[src/hdl/mh64_pkg.sv]
// Shared types and constants of the MurmurHash64A block: micro-op format,
// hash constants and the tail byte mask. Depends on nothing.
`timescale 1ns / 1ps

package mh64_pkg;

  localparam logic [63:0] MUR_M   = 64'hc6a4a7935bd1e995;
  localparam int unsigned MUR_R   = 47;
  localparam int unsigned UPC_W   = 5;

  typedef enum logic [1:0] {
    MUL_NONE,
    MUL_LL,
    MUL_HL,
    MUL_LH
  } mul_op_e;

  typedef enum logic [1:0] {
    SRC_LEN,
    SRC_K,
    SRC_H
  } mul_src_e;

  typedef enum logic [2:0] {
    ALU_NONE,
    ALU_H_INIT,
    ALU_K_XSH,
    ALU_H_XORP,
    ALU_H_XORT,
    ALU_H_GETP,
    ALU_H_XSH
  } alu_op_e;

  typedef enum logic [2:0] {
    J_NEXT,
    J_ALWAYS,
    J_IF_NOT_FIRST,
    J_IF_CNT_ZERO,
    J_IF_PARTIAL,
    J_IF_NOT_LAST
  } jmp_e;

  typedef enum logic {
    SEQ_IDLE,
    SEQ_RUN
  } seq_state_e;

  typedef struct packed {
    mul_op_e            mul;
    mul_src_e           src;
    alu_op_e            alu;
    jmp_e               jmp;
    logic [UPC_W-1:0]   target;
    logic               emit;
    logic               done;
  } mh64_uop_t;

  localparam mh64_uop_t UOP_NOP = '{
    mul:    MUL_NONE,
    src:    SRC_K,
    alu:    ALU_NONE,
    jmp:    J_NEXT,
    target: '0,
    emit:   1'b0,
    done:   1'b0
  };

  // Byte mask for a tail word of cnt valid bytes (cnt below eight).
  function automatic logic [63:0] tail_mask(input logic [3:0] cnt);
    logic [63:0] m;
    m = '0;
    for (int i = 0; i < 8; i++) begin
      m[8*i +: 8] = (4'(i) < cnt) ? 8'hff : 8'h00;
    end
    return m;
  endfunction

endpackage

[src/hdl/mh64_ucode.sv]
// Microcode store of the MurmurHash64A sequencer: one control word per step.
// Depends on mh64_pkg.
`timescale 1ns / 1ps

module mh64_ucode import mh64_pkg::*; (
  input  logic [UPC_W-1:0] upc_i,
  output mh64_uop_t        uop_o
);

  localparam logic [UPC_W-1:0] UPC_ABSORB = UPC_W'(5);
  localparam logic [UPC_W-1:0] UPC_TAIL   = UPC_W'(15);
  localparam logic [UPC_W-1:0] UPC_HMUL   = UPC_W'(16);
  localparam logic [UPC_W-1:0] UPC_CHECK  = UPC_W'(20);
  localparam logic [UPC_W-1:0] UPC_EXIT   = UPC_W'(27);

  always_comb begin
    uop_o = UOP_NOP;
    case (upc_i)
      // start of message: h = seed ^ (len * M)
      5'd0: begin
        uop_o.jmp    = J_IF_NOT_FIRST;
        uop_o.target = UPC_ABSORB;
      end
      5'd1: begin uop_o.mul = MUL_LL; uop_o.src = SRC_LEN; end
      5'd2: begin uop_o.mul = MUL_HL; uop_o.src = SRC_LEN; end
      5'd3: begin uop_o.mul = MUL_LH; uop_o.src = SRC_LEN; end
      5'd4: uop_o.alu = ALU_H_INIT;
      // dispatch on byte count
      5'd5: begin
        uop_o.jmp    = J_IF_CNT_ZERO;
        uop_o.target = UPC_CHECK;
      end
      5'd6: begin
        uop_o.jmp    = J_IF_PARTIAL;
        uop_o.target = UPC_TAIL;
      end
      // full word mix: k *= M; k ^= k >> R; k *= M; h ^= k
      5'd7:  begin uop_o.mul = MUL_LL; uop_o.src = SRC_K; end
      5'd8:  begin uop_o.mul = MUL_HL; uop_o.src = SRC_K; end
      5'd9:  begin uop_o.mul = MUL_LH; uop_o.src = SRC_K; end
      5'd10: uop_o.alu = ALU_K_XSH;
      5'd11: begin uop_o.mul = MUL_LL; uop_o.src = SRC_K; end
      5'd12: begin uop_o.mul = MUL_HL; uop_o.src = SRC_K; end
      5'd13: begin uop_o.mul = MUL_LH; uop_o.src = SRC_K; end
      5'd14: begin
        uop_o.alu    = ALU_H_XORP;
        uop_o.jmp    = J_ALWAYS;
        uop_o.target = UPC_HMUL;
      end
      5'd15: uop_o.alu = ALU_H_XORT;
      // h *= M
      5'd16: begin uop_o.mul = MUL_LL; uop_o.src = SRC_H; end
      5'd17: begin uop_o.mul = MUL_HL; uop_o.src = SRC_H; end
      5'd18: begin uop_o.mul = MUL_LH; uop_o.src = SRC_H; end
      5'd19: uop_o.alu = ALU_H_GETP;
      5'd20: begin
        uop_o.jmp    = J_IF_NOT_LAST;
        uop_o.target = UPC_EXIT;
      end
      // finalization
      5'd21: uop_o.alu = ALU_H_XSH;
      5'd22: begin uop_o.mul = MUL_LL; uop_o.src = SRC_H; end
      5'd23: begin uop_o.mul = MUL_HL; uop_o.src = SRC_H; end
      5'd24: begin uop_o.mul = MUL_LH; uop_o.src = SRC_H; end
      5'd25: uop_o.alu = ALU_H_GETP;
      5'd26: begin
        uop_o.alu  = ALU_H_XSH;
        uop_o.emit = 1'b1;
        uop_o.done = 1'b1;
      end
      5'd27: uop_o.done = 1'b1;
      default: uop_o.done = 1'b1;
    endcase
  end

endmodule

[src/hdl/mh64_dp.sv]
// Datapath of the MurmurHash64A block: word registers, running hash and a
// shared 32x32 multiplier that builds products by M in three passes.
// Depends on mh64_pkg.
`timescale 1ns / 1ps

module mh64_dp import mh64_pkg::*; (
  input  logic        clk_i,
  input  logic        load_i,
  input  logic [63:0] data_word_i,
  input  logic [3:0]  byte_count_i,
  input  logic [30:0] message_length_i,
  input  logic [63:0] seed_i,
  input  mh64_uop_t   uop_i,
  output logic [63:0] hash_fin_o
);

  logic [63:0] k_q, k_d;
  logic [63:0] h_q, h_d;
  logic [63:0] p_q, p_d;
  logic [63:0] seed_q;
  logic [30:0] len_q;
  logic [63:0] tail_q;

  logic [63:0] x;
  logic [31:0] mul_a, mul_b;
  logic [63:0] prod;

  always_comb begin
    case (uop_i.src)
      SRC_LEN: x = {33'b0, len_q};
      SRC_K:   x = k_q;
      SRC_H:   x = h_q;
      default: x = k_q;
    endcase
  end

  // x * M mod 2^64 = xl*ml + ((xh*ml + xl*mh) << 32)
  assign mul_a = (uop_i.mul == MUL_HL) ? x[63:32] : x[31:0];
  assign mul_b = (uop_i.mul == MUL_LH) ? MUR_M[63:32] : MUR_M[31:0];
  assign prod  = {32'b0, mul_a} * {32'b0, mul_b};

  always_comb begin
    case (uop_i.mul)
      MUL_LL:  p_d = prod;
      MUL_HL:  p_d = p_q + {prod[31:0], 32'b0};
      MUL_LH:  p_d = p_q + {prod[31:0], 32'b0};
      default: p_d = p_q;
    endcase
  end

  always_comb begin
    k_d = k_q;
    h_d = h_q;
    case (uop_i.alu)
      ALU_H_INIT: h_d = seed_q ^ p_q;
      ALU_K_XSH:  k_d = p_q ^ (p_q >> MUR_R);
      ALU_H_XORP: h_d = h_q ^ p_q;
      ALU_H_XORT: h_d = h_q ^ tail_q;
      ALU_H_GETP: h_d = p_q;
      ALU_H_XSH:  h_d = h_q ^ (h_q >> MUR_R);
      default: begin
        k_d = k_q;
        h_d = h_q;
      end
    endcase
    if (load_i) begin
      k_d = data_word_i;
    end
  end

  always_ff @(posedge clk_i) begin
    k_q <= k_d;
    h_q <= h_d;
    p_q <= p_d;
    if (load_i) begin
      seed_q <= seed_i;
      len_q  <= message_length_i;
      tail_q <= data_word_i & tail_mask(byte_count_i);
    end
  end

  assign hash_fin_o = h_q ^ (h_q >> MUR_R);

endmodule

[src/hdl/murmur_hash_64a.sv]
// MurmurHash64A block: microcoded sequencer, handshake and result register.
// Depends on mh64_pkg, mh64_ucode and mh64_dp.
//
// Usage: a message streams in as little-endian 64-bit words on the input
// channel (in_valid_i / in_stall_o). The first word of a message also brings
// seed_i and message_length_i; every word brings byte_count_i (8 for full
// words, 1 to 7 for a tail, 0 only for an empty message) and last_word_i.
// The word marked last produces one result on the output channel
// (out_valid_o / out_stall_i, hash_value_o); other words produce none.
// One word is worked at a time: in_stall_o stays high from the cycle after a
// word is accepted until its microprogram ends. A full word, a tail and a
// zero-byte word take different microprogram paths; the first word of a
// message adds the length steps and the last adds finalization. The time is
// set by the single 32x32 multiplier, which forms each 64-bit product by M in
// three passes, and by the microprogram, one step per cycle while not held.
// Reset clears the sequencer to idle, marks the result register empty and puts
// the block in the awaiting-first-word state. When the receiver stalls a
// held result, the sequencer holds at the step that emits a new one.
`timescale 1ns / 1ps

module murmur_hash_64a import mh64_pkg::*; (
  input  logic        clk_i,
  input  logic        rst_ni,
  input  logic        in_valid_i,
  output logic        in_stall_o,
  input  logic [63:0] data_word_i,
  input  logic [3:0]  byte_count_i,
  input  logic        last_word_i,
  input  logic [30:0] message_length_i,
  input  logic [63:0] seed_i,
  output logic        out_valid_o,
  input  logic        out_stall_i,
  output logic [63:0] hash_value_o
);

  seq_state_e        state_q, state_d;
  logic [UPC_W-1:0]  upc_q, upc_d;
  logic              in_msg_q, in_msg_d;
  logic              out_vld_q, out_vld_d;
  logic [63:0]       hash_q;

  // flags of the word under work
  logic              cnt_zero_q, cnt_full_q, last_q;

  mh64_uop_t         uop, uop_exec;
  logic              accept;
  logic              run;
  logic              hold;
  logic              taken;
  logic              emit;
  logic [63:0]       hash_fin;

  mh64_ucode u_ucode (
    .upc_i (upc_q),
    .uop_o (uop)
  );

  mh64_dp u_dp (
    .clk_i            (clk_i),
    .load_i           (accept),
    .data_word_i      (data_word_i),
    .byte_count_i     (byte_count_i),
    .message_length_i (message_length_i),
    .seed_i           (seed_i),
    .uop_i            (uop_exec),
    .hash_fin_o       (hash_fin)
  );

  assign in_stall_o = (state_q != SEQ_IDLE);
  assign accept     = in_valid_i && !in_stall_o;
  assign run        = (state_q == SEQ_RUN);
  // hold the emit step while an older result is still stalled
  assign hold       = uop.emit && out_vld_q && out_stall_i;
  assign emit       = run && !hold && uop.emit;

  always_comb begin
    case (uop.jmp)
      J_NEXT:         taken = 1'b0;
      J_ALWAYS:       taken = 1'b1;
      J_IF_NOT_FIRST: taken = in_msg_q;
      J_IF_CNT_ZERO:  taken = cnt_zero_q;
      J_IF_PARTIAL:   taken = !cnt_full_q;
      J_IF_NOT_LAST:  taken = !last_q;
      default:        taken = 1'b0;
    endcase
  end

  // sequencer next state; drop datapath ops while idle or held
  always_comb begin
    state_d  = state_q;
    upc_d    = upc_q;
    in_msg_d = in_msg_q;
    uop_exec = UOP_NOP;
    case (state_q)
      SEQ_IDLE: begin
        if (accept) begin
          state_d = SEQ_RUN;
          upc_d   = '0;
        end
      end
      SEQ_RUN: begin
        if (!hold) begin
          uop_exec = uop;
          if (uop.done) begin
            state_d  = SEQ_IDLE;
            in_msg_d = !last_q;
          end else if (taken) begin
            upc_d = uop.target;
          end else begin
            upc_d = upc_q + UPC_W'(1);
          end
        end
      end
      default: state_d = SEQ_IDLE;
    endcase
  end

  always_comb begin
    out_vld_d = out_vld_q;
    if (emit) begin
      out_vld_d = 1'b1;
    end else if (!out_stall_i) begin
      out_vld_d = 1'b0;
    end
  end

  always_ff @(posedge clk_i or negedge rst_ni) begin
    if (!rst_ni) begin
      state_q   <= SEQ_IDLE;
      upc_q     <= '0;
      in_msg_q  <= 1'b0;
      out_vld_q <= 1'b0;
    end else begin
      state_q   <= state_d;
      upc_q     <= upc_d;
      in_msg_q  <= in_msg_d;
      out_vld_q <= out_vld_d;
    end
  end

  // word flags and result payload
  always_ff @(posedge clk_i) begin
    if (accept) begin
      cnt_zero_q <= (byte_count_i == 4'd0);
      cnt_full_q <= byte_count_i[3];
      last_q     <= last_word_i;
    end
    if (emit) begin
      hash_q <= hash_fin;
    end
  end

  assign out_valid_o  = out_vld_q;
  assign hash_value_o = hash_q;

endmodule

[config.mk]
export PLATFORM = sky130hd
export DESIGN_NAME = murmur_hash_64a
export DESIGN_NICKNAME = d
export VERILOG_FILES = /design/src/hdl/mh64_pkg.sv /design/src/hdl/mh64_ucode.sv /design/src/hdl/mh64_dp.sv /design/src/hdl/murmur_hash_64a.sv
export SDC_FILE = /design/constraint.sdc
export NUM_CORES = 2
export LEC_CHECK = 0
export BUFFER_PORTS_ARGS = -buffer_cell sky130_fd_sc_hd__buf_2
export CAP_MARGIN = 25
export CORE_AREA = 2 2 364 366
export CTS_CLUSTER_SIZE = 28
export DETAILED_ROUTE_END_ITERATION = 6
export DIE_AREA = 0 0 366 368
export SKIP_CTS_REPAIR_TIMING = 1
export SYNTH_ARGS = -nofsm -noshare
export SYNTH_HDL_FRONTEND = slang
export SYNTH_SLANG_ARGS = --single-unit
[constraint.sdc]
create_clock -name clk_i -period 13.8 [get_ports clk_i]
set_clock_uncertainty 0.15 [all_clocks]
set_input_delay 0.69 -clock clk_i [delete_from_list [all_inputs] [get_ports clk_i]]
set_output_delay 0.69 -clock clk_i [all_outputs]
set_load 0.01 [all_outputs]
-- Word-level counts from Yosys, hierarchy flattened
Cells that the tools add are included.
- output and inout bits: 66
- register bits: 426
- add/subtract/negate cells: 2
- equal/unequal tests: 45
- reductions and logical operators: 27
- $mul: 1
- bitwise logic cells: 9
- mux-type cells: 34
- $lt $le $gt $ge: 8
- operators with widths (cell ; number):
    $pmux W64 S5 ; 1
    $pmux W64 S2 ; 2
    $xor A64 B64 Y64 ; 3
    $mux W64 ; 2
    $xor A64 B17 Y64 ; 2
    $add A64 B64 Y64 ; 1
    $and A64 B64 Y64 ; 1
    $mul A32 B32 Y64 ; 1
    $mux W32 ; 2
    $mux W8 ; 8
    $eq A5 B5 Y1 const B ; 11
    $eq A5 B4 Y1 const B ; 8
    $pmux W8 S5 ; 1
    $pmux W4 S9 ; 1
    $mux W17 ; 2
    $reduce_or A26 Y1 ; 1
    $eq A5 B3 Y1 const B ; 4
    $mux W5 ; 4
    $pmux W3 S6 ; 1
    $reduce_or A2 Y1 ; 9
    $lt A3 B4 Y1 const A ; 4
    $eq A3 B3 Y1 const B ; 5
    $eq A3 B2 Y1 const B ; 4
    $eq A5 B2 Y1 const B ; 2
    other kinds (22) ; 46

-- Depth between registers and ports, before layout
- depth in word-level cells: 12
- gate-level depth with buffers: 46
- depth with buffers taken out: 44

-- By module
From an unflattened synthesis, not the netlist that was laid out.
- cell total of the unflattened synthesis: 4629
- area, all modules: 47807.1 um2
- by module, submodules not included (module ; cells an instance ; seq. area each (um2) ; area each (um2) ; instances):
    mh64_dp ; 4427 ; 10540.1 ; 44770.4 ; 1
    murmur_hash_64a ; 139 ; 2212.1 ; 2616.3 ; 1
    mh64_ucode ; 63 ; 0.0 ; 420.4 ; 1

-- Worst setup path after synthesis
OpenSTA, ideal clock, no wires.
- path type: flip-flop to flip-flop
- start: register upc_q[0]
- end: register u_dp.p_q[61] (data pin)
- stages on the path, launching flop included: 42
- arrival: 10.972 ns
- setup slack: 2.409 ns
- buffers on the path: 3
- period minus slack after synthesis: 11.391 ns
- path through: dfrtp_1 > inv_1 > ha_1 > buf_2 > nor2_1 > a21o_1 > a221o_1 > a21oi_2 > nand2_2 > nor3_4 > buf_2 > o21ai_1 > or2_2 > inv_1 > ha_1 > fa_1 > inv_1 > fa_1 > [6 not listed] > ha_1 > clkbuf_1 > and3_1 > a221o_1 > a31o_2 > a21o_1 > a21oi_1 > xnor2_1 > ha_1 > a211o_1 > or3_1 > a31oi_1 > a31oi_1 > a21o_1 > o21a_1 > nor2_1 > xor2_1 > mux2i_1
- word-level cells in the longest chain between the ends: 12
- elaborated cells on any way between the ends: 40
- classes of those cells: add/sub (1); mul (1); eq/ne (20); mux (8); reduce/logical (10)
- RTL lines (what ; line ; RTL):
    from (decl) ; murmur_hash_64a.sv:37 ; logic [UPC_W-1:0] upc_q, upc_d;
    from (signal assigned) ; murmur_hash_64a.sv:135 ; upc_q <= upc_d;
    parallel branches: the longest is 4 deep, another holds $pmux W4 S9 ; n/a ;
    $mux W17 * ; murmur_hash_64a.sv:102 ; if (!hold) begin
    $mux W17 * ; murmur_hash_64a.sv:94 ; case (state_q)
    $eq A2 B2 Y1 / $logic_not A2 Y1 (equally long branches) ; mh64_dp.sv:29 ; case (uop_i.src)
    $pmux W64 S2 ; mh64_dp.sv:29 ;
    $mux W32 ; mh64_dp.sv:38 ; assign mul_a = (uop_i.mul == MUL_HL) ? x[63:32] : x[31:0];
    $mul A32 B32 Y64 ; mh64_dp.sv:40 ; assign prod = {32'b0, mul_a} * {32'b0, mul_b};
    $add A64 B64 Y64 ; mh64_dp.sv:45, mh64_dp.sv:46 ;
    $pmux W64 S2 * ; mh64_dp.sv:43 ; case (uop_i.mul)
    via u_dp.p_d[61] ; mh64_dp.sv:19 ; logic [63:0] p_q, p_d;
    to (signal assigned) ; mh64_dp.sv:74 ; p_q <= p_d;
    to (decl) ; mh64_dp.sv:19 ;
Mark *: on every way through the listed nets, which the timed path passes.
A chain may end at the register's enable or synchronous reset.

-- Worst setup path in the final report
- start: register upc_q[0]
- end: register u_dp.p_q[62] (data pin)
The elaborated chain is that of the path after synthesis.

==> flow_metrics.tcl <==
set metrics [dict create \
    hp-start "seed_i[10]" \
    core_area_um2 131000 \
    slew_headroom 0.211 \
    drc 3 \
    cts_sinks 426 \
    grt_pass1_wl_um 238000 \
    dieHeight_um 368 \
    start_util 0.348 \
    rr_startpoint "upc_q[0]" \
    grt_max_degree 121 \
    avgRoutedWirePerCell_um 26.1 \
    synth-seq-area-share 0.280 \
    layout-drive-gt1-share 0.104 \
    timing.rr.end "u_dp.p_q[62]" \
    synthAdderAreaFrac 0.389 \
    met2_length_um 73500 \
    yosys.area_share.simple 0.0910 \
    io_pins 234 \
    worst_setup_path_end_kind "flip-flop" \
    async_flop_share 0.0188 \
    fin_crit_sh 0.924 \
    fin_hold_ws_ns 0.105 \
    area.growth.synth_to_final_pct 10.6 \
    slowest_stage "and2b_1" \
    hpwl_um 136000 \
    h-tree-depth 2 \
    m1WireLength_um 70900 \
    status "finished with violations" \
    die_x_um 366 \
    grt_pass1_vias 34197 \
    max_freq_mhz 78.4 \
    hold_end "u_dp.seed_q[10]" \
    critical_path_class "flip-flop to flip-flop" \
    worst_path_largest_cell_delay_ns 0.80 \
    setup_viol 0 \
    postRouteAntennaNets 0 \
    placed_cells 6202 \
    overflow 0 \
    drtIter0Drc 4079 \
    gp_congestion 0.966 \
    violations "DRC" \
    ys_types 82 \
    vias 33747 \
    vias_per_cell 5.37 \
    synth_mux_area_frac 0.00382 \
    critPathArrivalTime_ns 12.91 \
    io_buffers 233 \
    root_buffer "clkbuf_16" \
    cts_buffers 44 \
    top_layer_used "met5" \
    hp-class "input pin to flip-flop" \
    die_area_um2 135000 \
    ys_seq_elements 426 \
    grt.total_usage 0.241 \
    antenna_found_initial 8 \
    crit_required_ns 13.96 \
    worst_slew_pin_slew_ns 1.17 \
    period_minus_slack_ns 12.75 \
    met3WireLength_um 13400 \
    synth_top_family_by_area "adder cells" \
    wl_um 164000 \
    synth.avg_cell_area_um2 10.6 \
    fin_setup_tns_ns 0 \
    hold_depth 1 \
    rsz0062_at_grt "false" \
    synth_xor_area_frac 0.0306 \
    final_hold_viol_count 0 \
    clkLatencyLatePin_ns 0.61 \
    synth-compound-area-share 0.121 \
    synth_edf_count 418 \
    instances_no_fill 6285 \
    ff2ff_path_depth 42 \
    synth_area_um2 45500 \
    n_antenna_cell 0 \
    drv_slew 0 \
    drv_cap 0 \
    row_count 133 \
    yosys_warnings 0 \
    syn_inst 4311 \
    fin_nets 5714 \
    cts_tree "yes" \
    worst_path_most_repeated_cell "fa_1" \
    dr.pass1.iters 7 \
    synth_flop_cell "edfxtp_1" \
    clkTransAtPathRegs_ns 0.07 \
    start_kind "flip-flop" \
    cts_buffer_depth 3 \
    rrSetupSlack_ns 1.05 \
    critPathMaxFanout 21 \
]
==> area by class of cell <==
type | instances | area [µm²]
inverter | 816 | 3070
sequential | 426 | 12800
fill | 12899 | 80500
timing repair buffer | 318 | 1810
multi-input combinational | 2889 | 29000
tap | 1755 | 2200
clock buffer | 53 | 1160
clock inverter | 28 | 323
==> registers in the layout (all words and copies together) (netlist names) <==
name and flops:
in_stall_o 1, u_dp.k_q 64, hash_value_o 64, cnt_zero_q 1
u_dp.p_q 64, u_dp.h_q 64, cnt_full_q 1, u_dp.tail_q 64
u_dp.len_q 31, u_dp.seed_q 64, last_q 1, in_msg_q 1
upc_q 5, out_valid_o 1
==> cell usage in the layout (no fill, tap or decap), types with 15 or more instances in the layout <==
master,netlist,routed
and2_1,50,49
ha_1,441,441
nor3_1,48,47
nand2b_1,32,30
nor2b_1,59,58
nand2_1,326,326
nand4_1,22,22
a211oi_1,15,15
o21bai_1,15,15
edfxtp_1,418,418
fa_1,610,610
nand3_1,26,26
a21oi_1,139,137
a221o_1,71,71
buf_4,11,83
clkbuf_16,0,45
o21ai_0,206,205
a22o_1,27,27
nor4_1,25,25
or2_2,32,32
xnor2_1,104,104
buf_2,22,233
a21o_1,62,62
a31oi_1,18,18
o211a_1,18,18
nor2_1,170,169
o221ai_1,70,70
a22oi_1,70,70
inv_1,813,812
or2_1,15,15
xor2_1,55,55
==> kinds of logic (layout without fill, tap and decap cells) <==
logic type,Yosys count,after routing
buffers and inverters,999,1215
xor gates and xnor gates,159,159
adders and majority gates,1051,1051
other,2,5
and+or+nand+nor,861,861
muxes,17,17
DFF,426,426
AOI/OAI and AO/OA,796,796
==> Yosys cell counts (50+ instances only) <==
cell type | count | area [µm²]
nor2b_1 | 59 | 369
a22oi_1 | 70 | 526
nand2_1 | 326 | 1220
and2_1 | 50 | 313
a21o_1 | 62 | 465
o21ai_0 | 206 | 1030
o221ai_1 | 70 | 613
ha_1 | 441 | 5520
xor2_1 | 55 | 482
a21oi_1 | 139 | 696
fa_1 | 610 | 12200
a221o_1 | 71 | 711
nor2_1 | 170 | 638
edfxtp_1 | 418 | 12600
clkbuf_1 | 140 | 526
xnor2_1 | 104 | 911
inv_1 | 813 | 3050
==> through the flow <==
| stage | area [µm²] | util | setup slack [ns] |
|---|---|---|---|
| finish | 50300 | 0.385 | 1.05 |
| global route | 50300 | 0.385 | 0.393 |
| floorplan | 45500 | - | 2.41 |
| CTS | 50300 | 0.385 | 1.24 |
| global placement | 48800 | 0.373 | 1.23 |
| detailed placement | 48800 | 0.373 | 1.29 |
==> worst max-delay path by stage <==
stage               slack (ns)     start      endpoint
floorplan                 2.41  upc_q[0]  u_dp.p_q[61]
global placement          1.23  upc_q[0]  u_dp.p_q[61]
detailed placement        1.29  upc_q[0]  u_dp.p_q[61]
CTS                       1.24  upc_q[0]  u_dp.p_q[62]
global route              0.39  upc_q[0]  u_dp.p_q[62]
finish                    1.05  upc_q[0]  u_dp.p_q[62]
==> worst max-delay path, delay by kind of cell (launching register included) <==
family,cells,cell delay (ns)
fa+ha+maj,11,4.94
flops,1,0.43
simple gates,11,3.30
buf+inv,8,1.15
compound gates,10,2.07
xor+xnor,2,0.44
==> per-layer routing <==
| layer | track usage | up-vias |
|---|---|---|
| li1 | - | 14812 |
| met2 | 0.374 | 1485 |
| met3 | 0.0421 | 257 |
| met5 | 0 | - |
| met4 | 0.0737 | 6 |
| met1 | 0.344 | 17187 |
Power is left out: the tool's default activity adds up to more than one toggle a clock period on the data nets, which glitch-free logic cannot reach.
